`src/rtl/core/vsc_pkg.sv`:
```
// ----------------------------------------------------------------------------
// vsc_pkg: shared types and constants of the versioned slot cache
// Command and status codes, queue entry and result layouts.
// ----------------------------------------------------------------------------
`default_nettype none

package vsc_pkg;

  localparam int unsigned MAX_SLOTS_DEF = 64;
  localparam int unsigned TAG_BITS_DEF  = 16;
  localparam int unsigned VER_W         = 63;
  localparam int unsigned REF_W         = 16;
  localparam int unsigned IO_TAG_W      = 16;
  localparam int unsigned SLOT_W        = 6;
  localparam int unsigned QUEUE_DEPTH   = 2;

  // largest signed 64-bit value, also the start distance of a nearest search
  localparam logic [VER_W-1:0] VER_MAX = '1;

  typedef enum logic [2:0] {
    CMD_GET       = 3'd0,
    CMD_NEAREST   = 3'd1,
    CMD_RELEASE   = 3'd2,
    CMD_PUT       = 3'd3,
    CMD_GC        = 3'd4,
    CMD_ELIMINATE = 3'd5,
    CMD_RECYCLE   = 3'd6,
    CMD_EXISTS    = 3'd7
  } cmd_e;

  typedef enum logic [1:0] {
    ST_OK        = 2'd0,
    ST_NOT_FOUND = 2'd1,
    ST_RETRY     = 2'd2,
    ST_INVALID   = 2'd3
  } status_e;

  typedef enum logic [1:0] {
    REG_BASE_SLOTS   = 2'd0,
    REG_TENANT_LIMIT = 2'd1,
    REG_ALLOW_GROWTH = 2'd2
  } reg_idx_e;

  typedef struct packed {
    cmd_e                command;
    logic [VER_W-1:0]    version;
    logic [IO_TAG_W-1:0] tag;
    logic [SLOT_W-1:0]   slot_index;
    logic                take_ref;
    logic                slot_bad;   // release index beyond the table
  } cmd_t;

  typedef struct packed {
    status_e             status;
    logic [SLOT_W-1:0]   hit_slot;
    logic [VER_W-1:0]    version;
    logic [IO_TAG_W-1:0] tag;
    logic                tag_valid;
  } res_t;

endpackage

`default_nettype wire

```
`src/rtl/core/vsc_front.sv`:
```
// ----------------------------------------------------------------------------
// vsc_front: command intake
// Unpacks stream transfers, flags bad release indexes, queues commands.
// ----------------------------------------------------------------------------
`default_nettype none

module vsc_front #(
  parameter int unsigned MAX_SLOTS = vsc_pkg::MAX_SLOTS_DEF
) (
  input  wire logic          clk_i,
  input  wire logic          rst_ni,
  input  wire logic          in_valid_i,
  output logic               in_ready_o,
  input  wire logic [87:0]   in_data_i,
  input  wire logic [2:0]    in_user_i,
  output logic               cmd_valid_o,
  input  wire logic          cmd_ready_i,
  output vsc_pkg::cmd_t      cmd_o
);
  import vsc_pkg::*;

  localparam int unsigned QPTR_W = $clog2(QUEUE_DEPTH);
  localparam int unsigned QCNT_W = $clog2(QUEUE_DEPTH + 1);

  cmd_t              q_mem_q [QUEUE_DEPTH];
  logic [QPTR_W-1:0] wr_ptr_q, wr_ptr_d, rd_ptr_q, rd_ptr_d;
  logic [QCNT_W-1:0] cnt_q, cnt_d;
  cmd_t              in_cmd;
  logic              push, pop;

  always_comb begin
    in_cmd.command    = cmd_e'(in_user_i);
    in_cmd.version    = in_data_i[62:0];
    in_cmd.tag        = in_data_i[78:63];
    in_cmd.slot_index = in_data_i[84:79];
    in_cmd.take_ref   = in_data_i[85];
    in_cmd.slot_bad   = (32'(in_data_i[84:79]) >= MAX_SLOTS);
  end

  assign in_ready_o  = (32'(cnt_q) != QUEUE_DEPTH);
  assign cmd_valid_o = (cnt_q != '0);
  assign cmd_o       = q_mem_q[rd_ptr_q];
  assign push        = in_valid_i && in_ready_o;
  assign pop         = cmd_valid_o && cmd_ready_i;

  always_comb begin
    wr_ptr_d = push ? QPTR_W'(wr_ptr_q + 1'b1) : wr_ptr_q;
    rd_ptr_d = pop ? QPTR_W'(rd_ptr_q + 1'b1) : rd_ptr_q;
    cnt_d    = cnt_q;
    if (push && !pop) begin
      cnt_d = cnt_q + QCNT_W'(1);
    end else if (pop && !push) begin
      cnt_d = cnt_q - QCNT_W'(1);
    end
  end

  always_ff @(posedge clk_i or negedge rst_ni) begin
    if (!rst_ni) begin
      wr_ptr_q <= '0;
      rd_ptr_q <= '0;
      cnt_q    <= '0;
    end else begin
      wr_ptr_q <= wr_ptr_d;
      rd_ptr_q <= rd_ptr_d;
      cnt_q    <= cnt_d;
    end
  end

  always_ff @(posedge clk_i) begin
    if (push) begin
      q_mem_q[wr_ptr_q] <= in_cmd;
    end
  end

endmodule

`default_nettype wire

```
`config.mk`:
```
export PLATFORM = sky130hd
export DESIGN_NAME = vsc_front
export DESIGN_NICKNAME = d
export VERILOG_FILES = /design/src/rtl/core/vsc_pkg.sv /design/src/rtl/core/vsc_front.sv
export SDC_FILE = /design/constraint.sdc
export NUM_CORES = 1
export LEC_CHECK = 0
export BUFFER_PORTS_ARGS = -buffer_cell sky130_fd_sc_hd__buf_2
export CELL_PAD_IN_SITES_DETAIL_PLACEMENT = 0
export CELL_PAD_IN_SITES_GLOBAL_PLACEMENT = 2
export CORE_MARGIN = 5
export CORE_UTILIZATION = 42
export DETAILED_ROUTE_END_ITERATION = 10
export GPL_TIMING_DRIVEN = 0
export PLACE_DENSITY = 0.84
export SYNTH_ARGS = -nofsm -noshare
export SYNTH_HDL_FRONTEND = slang
export SYNTH_SLANG_ARGS = --single-unit
```
`constraint.sdc`:
```
create_clock -name clk_i -period 13.4 [get_ports clk_i]
set_clock_uncertainty 0.1 [all_clocks]
set_input_delay 1.34 -clock clk_i [delete_from_list [all_inputs] [get_ports clk_i]]
set_output_delay 1.34 -clock clk_i [all_outputs]
set_load 0.02 [all_outputs]
```
==> results_dict.tcl <==
set metrics [dict create \
    finalPower_mw 2.09 \
    rows 47 \
    slowest_delay_ps 340 \
    clockRootBuffer "clkbuf_16" \
    htreeDepth 4 \
    grt_util_met1_pct 15.4 \
    use_met3_pct 6.14 \
    busiest_layer "met2" \
    place_ws_ps 10520 \
    grtUsageMet2_pct 22.3 \
    leakagePower_nw 3.62 \
    hold_buffers 0 \
    peakVddDrop_uv 131 \
    cp_max_fo 10 \
    p_int_mw 1.43 \
    path_cells "buf_6 -> buf_12 -> mux2_4 -> buf_2" \
    drc_errors 0 \
    async_reset_ff_share_pct 2.20 \
    grt.total_usage_pct 13.3 \
    io_pins 187 \
    dp_cells 704 \
    initial_utilization_pct 42.7 \
    min_period_ps 3110 \
    hpwl_microns 9040 \
    synth_enable_flop_cells 178 \
    dr_total_vias 3372 \
    powerDensity_nw_per_um2 234 \
    clkSlewWorstSetupHoldPaths_ps 60 \
    finalCritPeriodShare_pct 23.2 \
    drt_first_iter_violations 111 \
    end_kind "output port" \
    critPathBufInv 3 \
    worst_slack_ps 10290 \
    seqPwrFrac_pct 38.7 \
    ant_nets 0 \
    fin_tns_setup_ps 0 \
    syn-num-nets 393 \
    ctsResizeCount 0 \
    start_kind "flop" \
    synth_largest_area_cell "edfxtp_1" \
    rsz0062_at_grt "no" \
    slowest_stage "dfrtp_1" \
    synth_most_common_cell "edfxtp_1" \
    synth_common_cells "edfxtp_1, mux2_4, buf_12" \
    portBuffers 183 \
    path_class "flop to output port" \
    fmax_ghz 0.322 \
    dieHeight_microns 140 \
    netlist_area_sq_um 7080 \
    synth_top_area_share_pct 75.5 \
    antenna_found_initial 2 \
    drive_gt1_share_pct 61.8 \
    p_clk_share_pct 23.0 \
    cts_setup_buffers 0 \
    cts_sinks 182 \
    setup_viol 0 \
    maxCapViolCount 0 \
    clk_latency_ps 410 \
    combinationalPowerShare_pct 38.2 \
    arrival_ps 1670 \
    synth_area_leaders "edfxtp_1, mux2_4, buf_12, dfrtp_1, xnor2_1" \
    clk_path_buf_depth 2 \
    grt_pass1_vias 3718 \
    synth_warnings 0 \
    grt_first_pass_wirelength_microns 19900 \
    die_x_microns 140 \
    worst_path_dominant_cell_family "buffers and inverters" \
    nets 599 \
    gp_congestion 0.711 \
    area_delta_synth_final_pct 26.5 \
    synthFlopType "edfxtp_1" \
    p_switching_mw 0.662 \
    drt_wl_total_microns 12800 \
    synth_cells 297 \
    final_util_pct 54.0 \
    grt_max_degree 61 \
    cts_made_buffers 17 \
    cts_tree "done" \
    ys_seq_elements 182 \
    post_synth.cell_area_avg_sq_um 23.8 \
    min_path_type "flop to flop" \
    swShare_pct 31.7 \
    die_area_sq_um 19500 \
    hold_violations 0 \
    ys_seq_area_share_pct 76.9 \
    antenna_cells 0 \
    firstDrtPassIters 4 \
    wl_per_cell_microns 17.4 \
    grt_overflow 0 \
    coreArea_sq_um 16600 \
    synth.distinct_cells 16 \
    status "finished clean" \
    worstPathRequired_ps 11960 \
    drv_slew 0 \
    final_cells 736 \
    vias_per_cell 4.58 \
]
==> layer usage <==
layer / part of all wire, % / up-vias
met5: 0.25 / -
met4: 1.0 / 4
met3: 7.9 / 15
met2: 51 / 118
met1: 40 / 1646
li1: - / 1589
==> power groups by stage <==
stage | Sequential [mW] | Combinational (mW) | Clock, mW
floorplan | 0.829 | 0.587 | 0
global placement | 0.842 | 0.782 | 0
detailed placement | 0.824 | 0.816 | 0
CTS | 0.812 | 0.818 | 0.499
global route | 0.821 | 0.850 | 0.526
finish | 0.810 | 0.800 | 0.482
==> through the flow <==
stage	hold slack [ps]	cell area, sq um
after floorplan	356	7080
after global placement	372	8270
after detailed placement	401	8380
after CTS	416	8960
after global routing	440	8960
final	414	8960
==> placed cells by master, fill, tap and decap left out <==
cell,instances
and3_4,1
buf_12,11
buf_16,2
buf_2,183
buf_4,1
buf_6,1
bufinv_16,2
clkbuf_1,2
clkbuf_16,17
clkinv_2,3
clkinv_4,2
clkinvlp_4,1
conb_1,1
dfrtp_1,4
edfxtp_1,178
ha_1,1
inv_1,1
inv_6,4
inv_8,1
mux2_4,89
nand2_1,2
nand2b_1,1
nor2_1,1
nor2_4,1
or2_1,1
xnor2_1,3
xor2_1,2
==> state kept, by name (all words and copies together) (netlist names) <==
signal and count:
q_mem_q 178, cnt_q 2, rd_ptr_q 1, wr_ptr_q 1
==> logic make-up (layout without fill, tap and decap cells) <==
group	Yosys count	in the layout	share of synthesized area (%)
xor+xnor	5	5	0.619
fa+ha+maj	1	1	0.177
buf+inv	12	231	2.86
flops	182	182	76.9
mux	89	89	18.9
other cells	1	1	0.0530
simple gates	7	7	0.478
==> area by class of cell <==
| class | instances | area [sq um] |
|---|---|---|
| well taps | 220 | 275 |
| inverters | 1 | 3.75 |
| clock inverters | 13 | 146 |
| multi-input cells | 103 | 1440 |
| repair buffers | 187 | 1010 |
| fillers | 1392 | 7630 |
| flip-flops and latches | 182 | 5450 |
| clock buffers | 19 | 433 |
| plain buffers | 11 | 199 |
==> path summary, 6_finish.rpt <==
| check | start | endpoint | slack (ps) | cells after the start |
|---|---|---|---|---|
| worst min register to register | cnt_q[1]$_DFFE_PN0P_ | cnt_q[1]$_DFFE_PN0P_ | 410 | 1 |
| worst min-delay path | cnt_q[1]$_DFFE_PN0P_ | cnt_q[1]$_DFFE_PN0P_ | 410 | 1 |
| worst max register to register | cnt_q[0]$_DFFE_PN0P_ | q_mem_q[0][81]$_DFFE_PP_ | 11370 | 5 |
| max in group asynchronous | rst_ni | cnt_q[0]$_DFFE_PN0P_ | 12450 | 1 |
| worst max-delay path | rd_ptr_q$_DFFE_PN0P_ | cmd_o[79] | 10290 | 4 |
| min in group asynchronous | rst_ni | wr_ptr_q$_DFFE_PN0P_ | 630 | 1 |
Note: power is estimated with default switching activity, not from simulation.
